## src/pnsd_pkg.sv

```systemverilog
package pnsd_pkg;

   localparam int MAX_SPHERES = 1024;
   localparam int COORD_BITS = 24;
   localparam int DIAM_BITS = 20;
   localparam int INDEX_BITS = 10;
   localparam int COUNT_BITS = 11;
   localparam int ADDR_BITS = $clog2(MAX_SPHERES);
   localparam int SCAN_BITS = ADDR_BITS + 1;
   localparam int CSR_INDEX_BITS = 3;
   localparam int CSR_DATA_BITS = 24;
   localparam int DIST_BITS = 25;
   localparam int SQ_BITS = 2 * COORD_BITS;
   localparam int SUM_BITS = SQ_BITS + 2;
   localparam int RAD_BITS = SUM_BITS + 2;
   localparam int ROOT_BITS = RAD_BITS / 2;

   localparam logic [CSR_INDEX_BITS-1:0] CSR_BOX_X = 3'd0;
   localparam logic [CSR_INDEX_BITS-1:0] CSR_BOX_Y = 3'd1;
   localparam logic [CSR_INDEX_BITS-1:0] CSR_BOX_Z = 3'd2;
   localparam logic [CSR_INDEX_BITS-1:0] CSR_COUNT = 3'd3;

   localparam logic KIND_LOAD = 1'b0;
   localparam logic KIND_QUERY = 1'b1;

   localparam logic [COORD_BITS-1:0] BOX_RESET = 24'd40960;
   localparam logic signed [DIST_BITS-1:0] SAT_HI = 25'sd16777215;

   typedef struct packed {
      logic                  kind;
      logic [INDEX_BITS-1:0] entry_index;
      logic [COORD_BITS-1:0] pos_x;
      logic [COORD_BITS-1:0] pos_y;
      logic [COORD_BITS-1:0] pos_z;
      logic [DIAM_BITS-1:0]  diameter;
   } req_type;

   typedef struct packed {
      logic signed [DIST_BITS-1:0] min_distance;
      logic                        valid_res;
   } rsp_type;

   typedef struct packed {
      logic [COORD_BITS-1:0] x;
      logic [COORD_BITS-1:0] y;
      logic [COORD_BITS-1:0] z;
      logic [DIAM_BITS-1:0]  diameter;
   } sphere_type;

   typedef struct packed {
      logic busy;
      logic done;
   } unit_status_type;

endpackage

```

## src/pnsd_isqrt.sv

```systemverilog
module pnsd_isqrt
   import pnsd_pkg::*;
(
   input  logic                 clock,
   input  logic                 reset,
   input  logic                 start,
   input  logic [SUM_BITS-1:0]  sum,
   output unit_status_type      status,
   output logic [ROOT_BITS-1:0] root
);

   logic [RAD_BITS-1:0] v_ff;
   logic [RAD_BITS-1:0] res_ff;
   logic [RAD_BITS-1:0] bit_ff;
   logic                busy_ff;
   logic                done_ff;
   logic [RAD_BITS-1:0] trial;

   assign trial = res_ff + bit_ff;

   always_ff @(posedge clock) begin
      if (reset) begin
         busy_ff <= 1'b0;
         done_ff <= 1'b0;
      end else begin
         done_ff <= 1'b0;
         if (!busy_ff) begin
            if (start) begin
               v_ff    <= {sum, 2'b00};
               res_ff  <= '0;
               bit_ff  <= RAD_BITS'(1) << (RAD_BITS - 2);
               busy_ff <= 1'b1;
            end
         end else begin
            if (v_ff >= trial) begin
               v_ff   <= v_ff - trial;
               res_ff <= (res_ff >> 1) + bit_ff;
            end else begin
               res_ff <= res_ff >> 1;
            end
            bit_ff <= bit_ff >> 2;
            if (bit_ff[0]) begin
               busy_ff <= 1'b0;
               done_ff <= 1'b1;
            end
         end
      end
   end

   assign status.busy = busy_ff;
   assign status.done = done_ff;
   assign root        = res_ff[ROOT_BITS-1:0];

endmodule

```

## config.mk

```make
export PLATFORM = sky130hd
export DESIGN_NAME = pnsd_isqrt
export DESIGN_NICKNAME = d
export VERILOG_FILES = /design/src/pnsd_pkg.sv /design/src/pnsd_isqrt.sv
export SDC_FILE = /design/constraint.sdc
export NUM_CORES = 1
export LEC_CHECK = 0
export ABC_AREA = 1
export BUFFER_PORTS_ARGS = -buffer_cell sky130_fd_sc_hd__clkbuf_2
export CORE_ASPECT_RATIO = 0.8
export CORE_MARGIN = 2
export CORE_UTILIZATION = 58
export CTS_BUF_LIST = sky130_fd_sc_hd__clkbuf_16
export DETAILED_ROUTE_END_ITERATION = 10
export HOLD_SLACK_MARGIN = 0.08
export PLACE_DENSITY_LB_ADDON = 0.05
export RECOVER_POWER = 100
export SETUP_SLACK_MARGIN = 0.4
export SLEW_MARGIN = 20
export SYNTH_ARGS = -nofsm -noshare
export SYNTH_HDL_FRONTEND = slang
export SYNTH_SLANG_ARGS = --single-unit
```

## constraint.sdc

```tcl
create_clock -name clock -period 17.8 [get_ports clock]
set_clock_uncertainty 0.1 [all_clocks]
set_input_delay 1.78 -clock clock [delete_from_list [all_inputs] [get_ports clock]]
set_output_delay 1.78 -clock clock [all_outputs]
set_load 0.05 [all_outputs]
```

==> results.py <==
metrics = {
    "outcome": {
        "status": "finished, violations left",
        "violations": "max-capacitance violations, max-slew violations",
    },
    "worst_setup_path": {
        "r2r_slack_ns": 9.82,
        "worstPathCellList": "ha_1, nand2_1, o21ai_0, a21oi_1, nand2_1, a21oi_1, xor2_1, ha_1, nand2_1, inv_1, nand2_1, nor2_1, nand4_1, nand3_1, nand3_1, nand2_1, o21ai_0, inv_1, clkbuf_1",
        "r2r_end": "v_ff[18]",
        "criticalPathCategory": "reg -> reg",
        "end_kind": "flop",
        "slowest_delay_ns": 1.86,
        "cp-start-kind": "flop",
        "critical_path.max_fanout": 41,
        "cp_common_cell": "nand2_1",
        "path_buf_inv": 3,
        "crit_arrival_ns": 7.89,
        "critPathLaunch": "res_ff[10]",
        "r2r-start": "res_ff[10]",
        "required_ns": 17.71,
        "critical-path-top-delay-family": "buffers and inverters",
        "worst_path_max_delay_cell": "clkbuf_1",
        "ff2ff_path_depth": 19,
    },
    "power": {
        "ir_drop_mv": 0.0616,
        "combPwrFrac_pct": 46.9,
        "power_frac_seq_pct": 28.6,
        "power_w": 0.00147,
        "switching_share_pct": 46.8,
        "p_leak_nw": 9.10,
        "p_per_area_nw_per_um2": 84.8,
        "p_clk_share_pct": 24.5,
        "power.switching_w": 0.000688,
        "p_int_w": 0.000783,
    },
    "clock_network": {
        "clockBufferDepth": 2,
        "clkSlewWorstSetupHoldPaths_ns": 0.07,
        "cts_tree": "built",
        "ctsResizeCount": 0,
        "cts_buffers": 17,
        "cts_root_buffer": "clkbuf_16",
        "cts_sinks": 132,
        "clock_latency_ns": 0.45,
        "h-tree-depth": 4,
        "ctsHoldBuffers": 0,
        "cts_setup_buffers": 0,
    },
    "sta": {
        "relSlewSlack_pct": -96.5,
        "setup_viol": 0,
        "fin_setup_tns_ns": 0,
        "max_freq_mhz": 125,
        "worst_slack_ns": 9.82,
        "rsz0062_at_grt": "false",
        "maxSlewViolCount": 313,
        "final_hold_viol_count": 0,
        "finalCritPeriodShare_pct": 44.8,
        "period_needed_ns": 7.98,
        "worstMarginPinSlew_ns": 2.95,
    },
    "detailed_routing": {
        "drt_iter0_drc": 2556,
        "antenna_left": 0,
        "drc": 0,
        "vias": 18100,
        "drtPass1Iterations": 6,
        "routed_wl_mm": 60.0,
        "vias_per_cell": 5.70,
        "wl_per_cell_um": 18.9,
    },
    "logic_synthesis": {
        "seq_area_frac_synth_pct": 24.1,
        "netlist_instances": 2744,
        "synth_nets": 2904,
        "ys_seq_elements": 132,
        "yosys_warnings": 0,
        "yosysUniqueCellTypes": 48,
        "syn-cell-area_um2": 16400,
        "avgSynthCellArea_um2": 5.97,
    },
    "floorplanning": {
        "dieArea_um2": 29600,
        "dieHeight_um": 154,
        "io_pins": 81,
        "start_util_pct": 59.5,
        "rows": 54,
        "coreArea_um2": 27500,
        "dieWidth_um": 192,
    },
    "place": {
        "placed_cells": 3134,
        "portBuffers": 80,
        "pre_cts_ws_ns": 12.25,
        "gp_congestion": 1.09,
        "dp_hpwl_mm": 48.4,
    },
    "final_layout": {
        "utilization_pct": 63.1,
        "area_growth_syn_to_layout_pct": 5.96,
        "nets": 2949,
        "drive_gt1_share_pct": 4.39,
        "seqCellArea_um2": 3940,
        "fin_cells": 3167,
        "fillers": 2753,
        "multi_input_area_um2": 10300,
    },
    "min_path": {
        "hold_path_class": "reg -> reg",
        "holdPathEnd": "bit_ff[32]",
        "hold_depth": 2,
        "min_from": "bit_ff[34]",
    },
    "global_routing": {
        "grt_pass1_wl_mm": 90.1,
        "grt_pass1_vias": 16200,
        "grt_util_all_layers_pct": 40.4,
        "antenna_found_initial": 1,
        "grt_max_degree": 75,
        "overflow": 0,
    },
    "job": {
        "drv_cap": 7,
    },
}
==> worst max path at each step <==
stage,to,slack (ns),depth (start not counted)
6_report,v_ff[18],9.82,19
5_1_grt,v_ff[26],9.35,19
4_1_cts,v_ff[2],12.23,22
3_5_place_dp,v_ff[10],12.25,22
3_3_place_gp,v_ff[10],12.30,22
2_1_floorplan,v_ff[0],10.54,4
==> logic make-up (layout without fill, tap and decap cells) <==
kind of cell / Yosys count / after routing / share of synthesized area (%)
adder cells (fa/ha/maj): 107 / 107 / 8.22
XOR/XNOR: 87 / 87 / 4.65
AND/OR/NAND/NOR: 1659 / 1659 / 41.9
AO/OA/AOI/OAI: 241 / 241 / 8.09
flip-flops: 132 / 132 / 24.1
buffers and inverters: 518 / 576 / 13.0
other: 0 / 1 / 0
==> stage by stage <==
step,hold slack [ns],instance area [um2]
finish,0.484,17300
global route,0.519,17300
CTS,0.485,17400
detailed placement,0.474,16900
global placement,0.446,16900
floorplan,0.439,16400
==> synthesized netlist by cell type (all sizes together) <==
cell | count | area share [%]
a21boi | 1 | 0.046
a21o | 6 | 0.28
a21oi | 106 | 3.4
a22oi | 1 | 0.046
a31oi | 2 | 0.076
and2 | 4 | 0.15
and3 | 3 | 0.11
buf | 50 | 2.3
clkbuf | 12 | 0.28
clkinv | 1 | 0.023
dfxtp | 2 | 0.24
edfxtp | 130 | 24
fa | 1 | 0.12
ha | 106 | 8.1
inv | 455 | 10
nand2 | 1103 | 26
nand2b | 1 | 0.038
nand3 | 188 | 5.9
nand3b | 15 | 0.69
nand4 | 38 | 1.5
nor2 | 262 | 6.5
nor3 | 30 | 0.99
nor4 | 6 | 0.23
o211ai | 1 | 0.046
o21a | 6 | 0.28
o21ai | 94 | 2.9
o21bai | 20 | 0.92
o22ai | 1 | 0.038
o31ai | 3 | 0.14
or2 | 9 | 0.34
xnor2 | 51 | 2.7
xor2 | 36 | 1.9
==> power groups by stage <==
stage          registers (W)  clock network, W  logic [W]
5_1_grt             0.000423          0.000373   0.000759
2_1_floorplan       0.000408                 0   0.000505
4_1_cts             0.000418          0.000359   0.000671
3_3_place_gp        0.000424                 0   0.000655
6_report            0.000420          0.000360   0.000689
3_5_place_dp        0.000424                 0   0.000665
==> routing by layer <==
metal	track usage [%]	up-vias	wire (um)
met5	5.35	-	209
met4	8.75	4	1290
met3	18.7	115	10100
met2	53.5	1169	22400
met1	58.6	8061	26000
li1	-	8717	-
==> tightest hold or removal path: stages (launching register included) <==
cell,delay [ns]
edfxtp_1,0.37
nand2_1,0.06
inv_1,0.05
==> sequential cells by signal, indices dropped and copies added (netlist names) <==
signal	count
res_ff	52
v_ff	52
bit_ff	26
busy_ff	1
done_ff	1
==> layout make-up <==
type	count	share of cell area, %
Clock buffer	17	2.45
Multi-Input combinational cell	2094	59.2
Clock inverter	15	0.808
Antenna cell	1	0.0144
Timing Repair Buffer	88	2.30
Inverter	456	9.87
Sequential cell	132	22.7
Tap cell	364	2.63
==> placed cells by master (no fill, tap or decap), types with 3 or more instances in the layout <==
cell	n
and3_1	3
nand2_1	1095
inv_6	6
a21oi_1	103
nand3_1	186
clkbuf_2	52
nand3b_1	15
and2_1	3
inv_1	451
nor4_1	6
inv_2	4
nand4_1	38
o21bai_1	20
nor2_2	5
edfxtp_1	130
nor2_1	249
clkbuf_16	17
inv_8	3
a21o_1	6
or2_2	8
clkinv_4	3
clkbuf_1	35
nor3_1	29
o21ai_0	88
nor2_4	7
o21a_1	6
o21ai_1	6
o31ai_1	3
nand2_2	7
xnor2_1	51
ha_1	106
xor2_1	36
No activity file was read; power rests on OpenSTA's default activity.
