**src/pnsd_pkg.sv**
```systemverilog
package pnsd_pkg;

   localparam int MAX_SPHERES = 1024;
   localparam int COORD_BITS = 24;
   localparam int DIAM_BITS = 20;
   localparam int INDEX_BITS = 10;
   localparam int COUNT_BITS = 11;
   localparam int ADDR_BITS = $clog2(MAX_SPHERES);
   localparam int SCAN_BITS = ADDR_BITS + 1;
   localparam int CSR_INDEX_BITS = 3;
   localparam int CSR_DATA_BITS = 24;
   localparam int DIST_BITS = 25;
   localparam int SQ_BITS = 2 * COORD_BITS;
   localparam int SUM_BITS = SQ_BITS + 2;
   localparam int RAD_BITS = SUM_BITS + 2;
   localparam int ROOT_BITS = RAD_BITS / 2;

   localparam logic [CSR_INDEX_BITS-1:0] CSR_BOX_X = 3'd0;
   localparam logic [CSR_INDEX_BITS-1:0] CSR_BOX_Y = 3'd1;
   localparam logic [CSR_INDEX_BITS-1:0] CSR_BOX_Z = 3'd2;
   localparam logic [CSR_INDEX_BITS-1:0] CSR_COUNT = 3'd3;

   localparam logic KIND_LOAD = 1'b0;
   localparam logic KIND_QUERY = 1'b1;

   localparam logic [COORD_BITS-1:0] BOX_RESET = 24'd40960;
   localparam logic signed [DIST_BITS-1:0] SAT_HI = 25'sd16777215;

   typedef struct packed {
      logic                  kind;
      logic [INDEX_BITS-1:0] entry_index;
      logic [COORD_BITS-1:0] pos_x;
      logic [COORD_BITS-1:0] pos_y;
      logic [COORD_BITS-1:0] pos_z;
      logic [DIAM_BITS-1:0]  diameter;
   } req_type;

   typedef struct packed {
      logic signed [DIST_BITS-1:0] min_distance;
      logic                        valid_res;
   } rsp_type;

   typedef struct packed {
      logic [COORD_BITS-1:0] x;
      logic [COORD_BITS-1:0] y;
      logic [COORD_BITS-1:0] z;
      logic [DIAM_BITS-1:0]  diameter;
   } sphere_type;

   typedef struct packed {
      logic busy;
      logic done;
   } unit_status_type;

endpackage

```
**src/pnsd_wrap.sv**
```systemverilog
module pnsd_wrap
   import pnsd_pkg::*;
(
   input  logic                  clock,
   input  logic                  reset,
   input  logic                  start,
   input  logic [COORD_BITS-1:0] mag,
   input  logic [COORD_BITS-1:0] len,
   output unit_status_type       status,
   output logic [COORD_BITS-1:0] result
);

   typedef enum logic [1:0] {W_IDLE, W_RUN, W_FOLD} wrap_state_type;

   localparam int CNT_BITS = $clog2(COORD_BITS);

   wrap_state_type        state_ff;
   logic [COORD_BITS-1:0] mag_ff;
   logic [COORD_BITS-1:0] len_ff;
   logic [COORD_BITS-1:0] rem_ff;
   logic [COORD_BITS-1:0] rem_in;
   logic [CNT_BITS-1:0]   cnt_ff;
   logic [COORD_BITS-1:0] result_ff;
   logic                  done_ff;
   logic [COORD_BITS:0]   shifted;

   always_comb begin
      shifted = {rem_ff, mag_ff[cnt_ff]};
      if (shifted >= {1'b0, len_ff}) begin
         rem_in = COORD_BITS'(shifted - {1'b0, len_ff});
      end else begin
         rem_in = shifted[COORD_BITS-1:0];
      end
   end

   always_ff @(posedge clock) begin
      if (reset) begin
         state_ff <= W_IDLE;
         done_ff  <= 1'b0;
      end else begin
         done_ff <= 1'b0;
         unique case (state_ff)
            W_IDLE: begin
               if (start) begin
                  mag_ff   <= mag;
                  len_ff   <= len;
                  rem_ff   <= '0;
                  cnt_ff   <= CNT_BITS'(COORD_BITS - 1);
                  state_ff <= W_RUN;
               end
            end
            W_RUN: begin
               rem_ff <= rem_in;
               if (cnt_ff == '0) begin
                  state_ff <= W_FOLD;
               end else begin
                  cnt_ff <= cnt_ff - 1'b1;
               end
            end
            W_FOLD: begin
               if (len_ff == '0) begin
                  result_ff <= mag_ff;
               end else if ({1'b0, rem_ff, 1'b0} >= {2'b00, len_ff}) begin
                  result_ff <= len_ff - rem_ff;
               end else begin
                  result_ff <= rem_ff;
               end
               done_ff  <= 1'b1;
               state_ff <= W_IDLE;
            end
            default: state_ff <= W_IDLE;
         endcase
      end
   end

   assign status.busy = (state_ff != W_IDLE);
   assign status.done = done_ff;
   assign result      = result_ff;

endmodule

```
**config.mk**
```make
export PLATFORM = sky130hd
export DESIGN_NAME = pnsd_wrap
export DESIGN_NICKNAME = d
export VERILOG_FILES = /design/src/pnsd_pkg.sv /design/src/pnsd_wrap.sv
export SDC_FILE = /design/constraint.sdc
export NUM_CORES = 1
export LEC_CHECK = 0
export BUFFER_PORTS_ARGS = -buffer_cell sky130_fd_sc_hd__buf_2
export CAP_MARGIN = 10
export CORE_MARGIN = 5
export CORE_UTILIZATION = 50
export CTS_CLUSTER_SIZE = 12
export DETAILED_ROUTE_END_ITERATION = 6
export GPL_TIMING_DRIVEN = 0
export PLACE_DENSITY = 0.7
export SYNTH_ARGS = -nofsm -noshare
export SYNTH_HDL_FRONTEND = slang
export SYNTH_SLANG_ARGS = --single-unit
```
**constraint.sdc**
```tcl
create_clock -name clock -period 12.05 [get_ports clock]
set_clock_uncertainty 0.05 [all_clocks]
set_input_delay 0 -clock clock [delete_from_list [all_inputs] [get_ports clock]]
set_output_delay 0 -clock clock [all_outputs]
set_load 0.01 [all_outputs]
```
==> metrics.cfg, run 1 <==
[clocking]
cts.htree.levels = 3
cts_tree = done
cts.sinks = 104
path_clk_slew_ns = 0.07
cts_setup_buffers = 0
ctsHoldBuffers = 49
cts_made_buffers = 9
worstSkewPairLatency_ns = 0.36
postCtsResizedCells = 0
cts.path.max_buffers = 2
cts_root_buf = clkbuf_16

[route]
vias = 5921
routed_via_density = 5.83
first_pass_iters = 5
drt_iter0_markers = 434
wl_per_cell_um = 18.6
final_antenna_net_count = 0
drc = 0
finalWirelength_um = 18900

[global_routing]
grt.overflow.total = 0
grt-busiest-layer = met2
met1_usage_pct = 29.2
grt.total_usage_pct = 23.7
grt_pass1_wl_um = 30400
grtUsageMet3_pct = 4.29
grt_max_degree = 17
gr-usage-met2_pct = 41.6
antenna_found_initial = 0
grt_pass1_vias = 6004

[pwr]
pwr-share-seq_pct = 43.7
pwr_density_cell_nw_per_um2 = 117
power_w = 0.000994
leakage_nw = 3.58
max-vdd-ir-drop_mv = 0.0920
switching_power_w = 0.000281
switching_share_pct = 28.3
power_frac_clock_pct = 31.2
pwr-share-comb_pct = 25.1
power.internal_w = 0.000713

[worst_setup_path]
cp-start-kind = flop
path_buf_inv = 2
path_class = reg -> reg
cp-end-kind = flop
crit_chain = clkbuf_1, mux4_2, mux4_2, mux2i_1, ha_1, inv_1, fa_1, a21oi_1, o21ai_0, a311oi_1, a31oi_1, a31o_2, a311oi_1, mux2i_1, o31ai_1
arrival_ns = 5.59
crit_slowest_cell = mux4_2
crit_fanout = 9
crit_required_ns = 12.09
slowest_delay_ns = 0.62
crit_family = compound AO/OA/AOI/OAI gates

[cells_and_area]
stdcell_area_um2 = 8480
area_growth_pct = 21.5
nNetsFinal = 932
drive_gt1_share_pct = 15.6
final_util_pct = 61.6
diodes = 0
stdcell_count = 1015

[place]
port_buffers = 76
postPlaceCellArea_um2 = 7680
gp_congestion = 0.897
dp_hpwl_um = 14500
placed_cells_incl_taps = 951

[yosys]
synth-seq-cells = 104
synth-edff-count = 101
syn-cell-area_um2 = 6980
synth-async-reset-ratio_pct = 0
synth.distinct_cells = 64
syn_avg_cell_area_um2 = 10.2
seq_area_frac_synth_pct = 44.3
synthFlopType = edfxtp_1
synth_nets = 787
synth_warnings = 0
syn_inst = 686

[hold_path]
hold_path.class = in -> reg

[sta]
final_max_slew_viol_count = 0
rsz0062_at_grt = false
slew_headroom_pct = 27.2
tightestPinTransition_ns = 1.06
setup-violations-final = 0
min_period_ns = 5.55
tns_ns = 0
fmax_ghz = 0.180
min_period_over_period_pct = 46.0
final-hold-violation-count = 0

[die]
fp.dieH_um = 128
io_pins = 77
dieArea_um2 = 16400
die_w_um = 128
rows = 43
start_util_pct = 50.7
core_area_um2 = 13800

[job]
maxCapViolCount = 0

[status]
status = completed

-- power by group through the flow --
stage / Sequential (W) / Clock, W / Combinational (W)
5_1_grt: 0.000435 / 0.000329 / 0.000278
4_1_cts: 0.000434 / 0.000313 / 0.000247
3_5_place_dp: 0.000441 / 0 / 0.000233
3_3_place_gp: 0.000443 / 0 / 0.000224
6_report: 0.000434 / 0.000310 / 0.000249
2_1_floorplan: 0.000436 / 0 / 0.000176
-- path summary, 6_finish.rpt --
kind	start	end	slack [ns]	cells after the start
max	cnt_ff[0]	rem_ff[22]	6.50	15
min	start	mag_ff[17]	0.11	2
max reg2reg	cnt_ff[0]	rem_ff[22]	6.50	15
min reg2reg	state_ff[1]	done_ff	0.54	1
-- cells by family after synthesis --
logic type                 after synthesis  synth area share (%)
DFF                                    104                  44.3
AOI/OAI and AO/OA                      190                  17.8
buffers and inverters                   86                  5.16
xor gates and xnor gates                34                  4.27
and+or+nand+nor                        191                  13.5
muxes                                   31                  5.79
adders and majority gates               50                  9.18
-- stage by stage --
step	setup slack [ns]	hold slack, ns
2_1_floorplan	6.02	0.0258
3_3_place_gp	3.98	0.126
3_5_place_dp	6.58	0.128
4_1_cts	6.52	0.102
5_1_grt	6.23	0.124
6_report	6.50	0.106
-- metal layers --
metal	up-vias	wire length (µm)
li1	2831	-
met4	0	589
met5	-	0
met3	44	844
met1	2845	7990
met2	201	9450
-- cell usage after synthesis (11+ instances only) --
cell      instances  share of area (%)
edfxtp_1        101                 43
a21oi_1          72                5.2
inv_1            59                3.2
nand2_1          56                3.0
nor2_1           51                2.7
ha_1             48                8.6
mux2i_1          22                3.2
o21ai_0          22                1.6
xnor2_1          22                2.8
clkbuf_1         18               0.97
a21o_1           17                1.8
xor2_1           12                1.5
nand3_1          11               0.79
-- flip-flops by register name, indices dropped and copies added, names as in the netlist --
name,flops
cnt_ff,5
done_ff,1
len_ff,24
mag_ff,24
rem_ff,24
result,24
state_ff,2
-- cell type report --
| cell class | instances | area (µm²) |
|---|---|---|
| repair buffers | 134 | 953 |
| well taps | 180 | 225 |
| inverters | 59 | 221 |
| clock buffers | 9 | 225 |
| multi-input cells | 496 | 3540 |
| flip-flops and latches | 104 | 3090 |
| plain buffers | 27 | 139 |
| clock inverters | 6 | 82.6 |
| fillers | 1158 | 5290 |
-- worst reg2reg max path, delay by kind of cell (launching register included) --
family	cells	cell delay, ns
AO/OA/AOI/OAI	7	1.84
adder cells (fa/ha/maj)	2	0.70
buffers and inverters	2	0.59
flip-flops	1	0.33
multiplexers	4	1.79
-- cells in the final DEF (no fill, tap or decap), types with 4 or more instances in the layout --
master,instances
o21a_1,9
nor2b_1,8
inv_1,59
nand3_1,11
clkbuf_1,18
o31ai_1,6
ha_1,48
nand2b_1,7
o211ai_1,6
o311ai_0,4
a211oi_1,9
xor2_1,12
o21ai_0,22
and2_1,7
buf_4,8
buf_6,7
xnor2_1,22
a21o_1,17
nand2_1,56
nor2_1,51
nor4_1,7
mux4_2,7
a21oi_1,72
edfxtp_1,101
dlygate4sd3_1,49
buf_2,79
nand4_1,10
nor3b_1,5
and3_1,7
a31oi_1,7
clkbuf_16,9
a21boi_0,6
mux2i_1,22
No activity file was read; power rests on OpenSTA's default activity.
==> run 2: changes to the inputs <==
--- a/config.mk
+++ b/config.mk
@@ -12,7 +12,7 @@
 export CTS_CLUSTER_SIZE = 12
 export DETAILED_ROUTE_END_ITERATION = 6
 export GPL_TIMING_DRIVEN = 0
-export PLACE_DENSITY = 0.7
+export PLACE_DENSITY = 0.72
 export SYNTH_ARGS = -nofsm -noshare
 export SYNTH_HDL_FRONTEND = slang
 export SYNTH_SLANG_ARGS = --single-unit
==> constraint.sdc (replaced) <==
create_clock -name clock -period 4.45 [get_ports clock]
set_clock_uncertainty 0.05 [all_clocks]
set_input_delay 0 -clock clock [delete_from_list [all_inputs] [get_ports clock]]
set_output_delay 0 -clock clock [all_outputs]
set_load 0.01 [all_outputs]
==> run 2 against run 1 <==
Against the previous run: the run now ends with negative setup slack left; via count increased by 2.4%; register-to-register slack lost 6.5 ns; fmax rose by 24%; clock power grew to 2.5 times the previous value; sequential cell count unchanged; critical path depth unchanged; combinational power grew to 2.9 times the previous value; final area up 2.0%; critical path type unchanged; largest power group unchanged; highest routed layer unchanged.
==> metrics.cfg, run 2 (synthesized netlist as in run 1, its figures left out) <==
[status]
status = finished, violations left
violations = negative setup slack

[die]
fp.dieH_um = 128  ; unchanged
core_area_um2 = 13800  ; unchanged
rows = 43  ; unchanged
dieArea_um2 = 16400  ; unchanged
io_pins = 77  ; unchanged
die_w_um = 128  ; unchanged
start_util_pct = 50.7  ; unchanged

[hold_path]
hold_path.class = in -> reg

[pwr]
pwr_density_cell_nw_per_um2 = 309  ; +160%
max-vdd-ir-drop_mv = 0.198  ; +120%
leakage_nw = 3.62  ; +1.3%

[sta]
rsz0062_at_grt = true
slew_headroom_pct = 28.8  ; +1.6 points
min_period_over_period_pct = 100  ; +54 points
setup_slack_ns = -0.00835  ; -6.51 ns
setup-violations-final = 1  ; +1
tightestPinTransition_ns = 1.06  ; -0.00143 ns
final-hold-violation-count = 0  ; unchanged
final_max_slew_viol_count = 0  ; unchanged
fmax_ghz = 0.224  ; +24%
min_period_ns = 4.46  ; -1.09 ns

[route]
vias = 6063  ; +2.4%
final_antenna_net_count = 0  ; unchanged
dr.max_layer_used = met4
wl_per_cell_um = 19.5  ; +4.8%
drc = 0  ; unchanged
drt_iter0_markers = 530  ; +22%
finalWirelength_um = 19900  ; +5.4%
drt-met1-wl_um = 8390  ; +5.0%
wl_met2_um = 9870  ; +4.4%
routed_via_density = 5.94  ; +1.8%
first_pass_iters = 6  ; +1
wl_met3_um = 1270  ; +51%

[place]
placed_cells_incl_taps = 948  ; -0.32%
dp_hpwl_um = 14600  ; +0.92%
gp_congestion = 0.936  ; +4.3%
postPlaceCellArea_um2 = 7680  ; about the same
port_buffers = 76  ; unchanged

[worst_setup_path]
arrival_ns = 4.50  ; -1.09 ns
crit_fanout = 7  ; -2
slowest_delay_ns = 0.57  ; -0.05 ns
cp_common_cell = mux4_2
crit_required_ns = 4.50  ; -7.59 ns
path_class = reg -> reg
crit_slowest_cell = mux4_2
crit_chain = buf_8, mux4_2, mux4_2, mux2i_4, ha_4, inv_2, fa_2, a21oi_4, o21ai_4, a311oi_2, a31oi_2, a31o_4, a311oi_4, mux2i_1, o31ai_1
cp-start-kind = flop
cp-end-kind = flop

[cells_and_area]
area_growth_pct = 23.9
stdcell_area_um2 = 8650  ; +2.0%
drive_gt1_share_pct = 18.1  ; +2.5 points
diodes = 0  ; unchanged
nNetsFinal = 937  ; +0.54%
final_cell_mix = 101 x edfxtp_1, 79 x buf_2, 70 x a21oi_1
stdcell_count = 1021  ; +0.59%
multi_input_area_um2 = 3680  ; +3.7%
register_area_um2 = 3090  ; unchanged
fill_cells = 1148  ; -0.86%
layout_commonest_cell = edfxtp_1

[global_routing]
grt_pass1_vias = 5821  ; -3.0%
grt.overflow.total = 0  ; unchanged
grt.total_usage_pct = 24.2  ; +0.48 points
antenna_found_initial = 0  ; unchanged
grt_pass1_wl_um = 30700  ; +1.0%
grt_max_degree = 19  ; +2

[clocking]
cts.sinks = 104  ; unchanged
cts_tree = done
cts_root_buf = clkbuf_16
cts.htree.levels = 3  ; unchanged
cts_made_buffers = 9  ; unchanged
cts.path.max_buffers = 2  ; unchanged
worstSkewPairLatency_ns = 0.36  ; about the same
path_clk_slew_ns = 0.08  ; about the same

[job]
maxCapViolCount = 0  ; unchanged

run 2: cell types whose count changed in the layout (fill, tap and decap cells not counted), moves of 2 or more:
cell       change
a31oi_1        -2
buf_8          +2
a21oi_1        -2
bufinv_16      -2
clkinv_4       +2
a311oi_1       -2
buf_4          +4
run 2: routing by layer:
layer	vias to the layer above	track usage (%)
li1	2858	-
met1	2917	31.6
met2	261	41.8
met3	27	4.67
met4	0	5.56
met5	-	0
run 2: repair_timing:
action                                 CTS  global route
endpoints found under the hold margin   50             0
hold buffers                            49             0
pin swaps                                4             6
gates resized for setup                 12            14
buffers inserted                         6             4
gates cloned                             0             0
setup endpoints to repair                5             4
run 2: layout make-up:
type	count	area share, %
clock inverter	6	0.593
buffer	26	1.69
timing repair buffer	140	11.7
sequential	104	35.7
tap	180	2.60
inverter	59	2.56
clock buffer	10	2.65
multi-input combinational	496	42.5
run 2: report_power, final:
group | switching (W) | leakage (nW) | internal [W] | total (W)
Sequential | 0.0000433 | 0.962 | 0.00114 | 0.00118
Clock | 0.000387 | 0.139 | 0.000390 | 0.000776
Combinational | 0.000394 | 2.52 | 0.000327 | 0.000722
Total | 0.000824 | 3.62 | 0.00185 | 0.00268
run 2: stage by stage:
stage / power (W) / hold WS [ns] / setup TNS (ns) / utilization (%) / worst slack [ns]
after floorplan: 0.00166 / 0.0258 / 0 / - / 0.170
after global placement: 0.00181 / 0.127 / -20.69 / 55.1 / -0.663
after detailed placement: 0.00183 / 0.128 / -1.59 / 55.8 / -0.725
after CTS: 0.00265 / 0.0785 / 0 / 62.1 / 0.0392
after global routing: 0.00280 / 0.0870 / -0.193 / 62.8 / -0.149
final: 0.00268 / 0.0937 / -0.00835 / 62.8 / -0.00835
run 2: worst paths after layout:
| kind | start | to | slack (ns) | cells after the start |
|---|---|---|---|---|
| worst max-delay path | cnt_ff[0] | rem_ff[22] | -0.008 | 15 |
| worst min-delay path | start | len_ff[12] | 0.09 | 2 |
| worst max register to register | cnt_ff[0] | rem_ff[22] | -0.008 | 15 |
| worst min register to register | state_ff[1] | done_ff | 0.54 | 1 |
run 2: critical path: cells and delay by family (launching register included):
family          cells  cell delay (ns)
mux                 4             1.54
flops               1             0.37
fa+ha+maj           2             0.55
compound gates      7             1.50
buf+inv             2             0.19
==> run 3: changes to the inputs <==
--- a/config.mk
+++ b/config.mk
@@ -5,6 +5,7 @@
 export SDC_FILE = /design/constraint.sdc
 export NUM_CORES = 1
 export LEC_CHECK = 0
+export ABC_AREA = 1
 export BUFFER_PORTS_ARGS = -buffer_cell sky130_fd_sc_hd__buf_2
 export CAP_MARGIN = 10
 export CORE_MARGIN = 5
==> run 3 against run 2 <==
Against the previous run: the flow now finishes without violations; die area increased by 15%; sequential share of layout area down 3.6 points; final area grew 11%; cell count is 49% higher; global-route usage increased by 1.5 points; non-clock buffer count decreased by 12; critical path type unchanged; largest cell class unchanged; largest power group unchanged.
==> metrics.cfg, run 3 <==
[global_routing]
antenna_found_initial = 0  ; unchanged
grt_pass1_wl_um = 37200  ; +21%
grt_pass1_vias = 7304  ; +25%
grt.total_usage_pct = 25.7  ; +1.5 points
grt_max_degree = 33  ; +14
grt.overflow.total = 0  ; unchanged

[clocking]
cts_tree = done
cts.path.max_buffers = 2  ; unchanged
cts_setup_buffers = 0  ; -6
cts_root_buf = clkbuf_16
cts.htree.levels = 3  ; unchanged
cts.sinks = 104  ; unchanged
postCtsResizedCells = 0  ; -12
ctsHoldBuffers = 49  ; unchanged
path_clk_slew_ns = 0.08  ; about the same
cts_made_buffers = 9  ; unchanged
worstSkewPairLatency_ns = 0.36  ; about the same

[yosys]
synth_top_area_cell = edfxtp_1
synth-edff-count = 101  ; unchanged
seq_area_frac_synth_pct = 38.2  ; -6.1 points
syn_avg_cell_area_um2 = 6.98  ; -31%
synth_warnings = 0  ; unchanged
yosys.cell_count.top_type = nand2_1
synth-async-reset-ratio_pct = 0  ; unchanged
synth_nets = 1261  ; +60%
synth_top_area_share_pct = 37.5  ; -6.0 points
synth-seq-cells = 104  ; unchanged
syn_inst = 1160  ; +69%
synthFlopType = edfxtp_1
syn-cell-area_um2 = 8100  ; +16%
yosys-top-cells-area = edfxtp_1 37%, nand2_1 19%, inv_1 9.6%
synth_common_cells = 409 x nand2_1, 206 x inv_1, 105 x nand3_1
synth.distinct_cells = 35  ; -45%

[sta]
hold_ws_ns = 0.0651  ; -0.0286 ns
min_period_ns = 3.95  ; -0.504 ns
tightestPinTransition_ns = 0.686  ; -0.378 ns
tns_ns = 0  ; +0.00835 ns
setup-violations-final = 0  ; -1
rsz0062_at_grt = false
min_period_over_period_pct = 88.9  ; -11 points
slew_headroom_pct = 53.9  ; +25 points
fmax_ghz = 0.253  ; +13%
final-hold-violation-count = 0  ; unchanged
final_max_slew_viol_count = 0  ; unchanged

[die]
rows = 46  ; +7.0%
fp.dieH_um = 137  ; +7.1%
start_util_pct = 51.0  ; +0.29 points
io_pins = 77  ; unchanged
dieArea_um2 = 18800  ; +15%
die_w_um = 137  ; +7.1%
core_area_um2 = 15900  ; +15%

[route]
drc = 0  ; unchanged
vias = 7817  ; +29%
routed_via_density = 5.14  ; -14%
finalWirelength_um = 23400  ; +18%
wl_per_cell_um = 15.4  ; -21%
first_pass_iters = 5  ; -1
final_antenna_net_count = 0  ; unchanged
drt_iter0_markers = 855  ; +61%

[place]
port_buffers = 76  ; unchanged
postPlaceCellArea_um2 = 8830  ; +15%
dp_hpwl_um = 18700  ; +28%
gp_congestion = 0.971  ; +3.8%

[worst_setup_path]
cp-start-kind = flop
cp-end-kind = flop
path_buf_inv = 4  ; +2
crit_required_ns = 4.50  ; about the same
crit_family = simple AND/OR/NAND/NOR gates
arrival_ns = 4.00  ; -0.50 ns
cp_common_cell = nand2_1
crit_slowest_cell = clkbuf_1
path_class = reg -> reg
slowest_delay_ns = 0.47  ; -0.10 ns
crit_chain = clkbuf_1, clkbuf_1, o21ai_0, o221ai_1, nand3_1, nand2_1, inv_1, ha_1, inv_1, fa_1, nand2_1, nand3_1, nand2_1, o21ai_0, nand2_1, nand2_1, nand2_1, nand2_1, nand2_1, nand2_1, nor2_1
crit_fanout = 10  ; +3

[cells_and_area]
diodes = 0  ; unchanged
drive_gt1_share_pct = 9.26  ; -8.8 points
fill_cells = 1503  ; +31%
final_cell_mix = 409 x nand2_1, 206 x inv_1, 105 x nand3_1
area_growth_pct = 18.8
layout_commonest_cell = nand2_1
stdcell_area_um2 = 9620  ; +11%
nNetsFinal = 1402  ; +50%

[pwr]
pwr_density_cell_nw_per_um2 = 285  ; -7.9%
leakage_nw = 4.89  ; +35%
max-vdd-ir-drop_mv = 0.269  ; +36%

[hold_path]
hold_path.class = in -> reg

[job]
maxCapViolCount = 0  ; unchanged

[status]
status = completed

[run 3: cell families (layout without fill, tap and decap cells)]
group	after synthesis	count (layout)	synth area share, %
xor+xnor	22	22	2.38
compound gates	68	68	4.71
buf+inv	234	380	11.1
flops	104	104	38.2
simple gates	682	682	35.7
fa+ha+maj	50	50	7.91
[run 3: cell type report]
cell class	count	area, µm²	area share [%]
Buffer	24	114	1.18
Clock buffer	9	225	2.34
Clock inverter	7	70.1	0.729
Inverter	210	788	8.20
Multi-Input combinational cell	822	4120	42.8
Sequential cell	104	3090	32.2
Tap cell	216	270	2.81
Timing Repair Buffer	130	936	9.73
[run 3: final timing paths]
check        cells after the start   startpoint           to  slack, ns
min                              4        start  state_ff[0]       0.07
min reg2reg                      1  state_ff[0]      done_ff       0.50
max reg2reg                     21    cnt_ff[0]   rem_ff[16]       0.50
max                             21    cnt_ff[0]   rem_ff[16]       0.50
[run 3: where the power goes]
part | switching, W | internal (W) | total, W
Sequential | 0.0000294 | 0.00113 | 0.00116
Clock | 0.000391 | 0.000396 | 0.000787
Combinational | 0.000495 | 0.000294 | 0.000789
[run 3: worst register-to-register path, cell delays in order (launching register included)]
cell and delay [ns]:
edfxtp_1 0.33, clkbuf_1 0.31, clkbuf_1 0.47, o21ai_0 0.17, o221ai_1 0.30, nand3_1 0.14
nand2_1 0.19, inv_1 0.06, ha_1 0.17, inv_1 0.10, fa_1 0.22, nand2_1 0.07
nand3_1 0.09, nand2_1 0.11, o21ai_0 0.40, nand2_1 0.13, nand2_1 0.09, nand2_1 0.05
nand2_1 0.08, nand2_1 0.06, nand2_1 0.05, nor2_1 0.04
[run 3: per-layer routing]
layer / vias to the layer above / wire length, µm / GRT usage [%] / part of all wire [%]
li1: 4000 / - / - / -
met5: - / 0 / 0 / 0
met3: 30 / 1850 / 3.73 / 7.9
met2: 304 / 10600 / 40.2 / 45
met1: 3483 / 10500 / 37.6 / 45
met4: 0 / 527 / 6.93 / 2.2
[run 3: stage by stage]
step / setup WS, ns / total power [W] / std cells / util (%)
finish: 0.495 / 0.00274 / 1522 / 60.5
CTS: 0.573 / 0.00274 / 1522 / 60.5
floorplan: 1.29 / 0.00172 / 1160 / -
detailed placement: 0.606 / 0.00192 / 1457 / 55.6
global placement: 0.201 / 0.00191 / 1452 / 55.1
global route: 0.0670 / 0.00290 / 1522 / 60.5
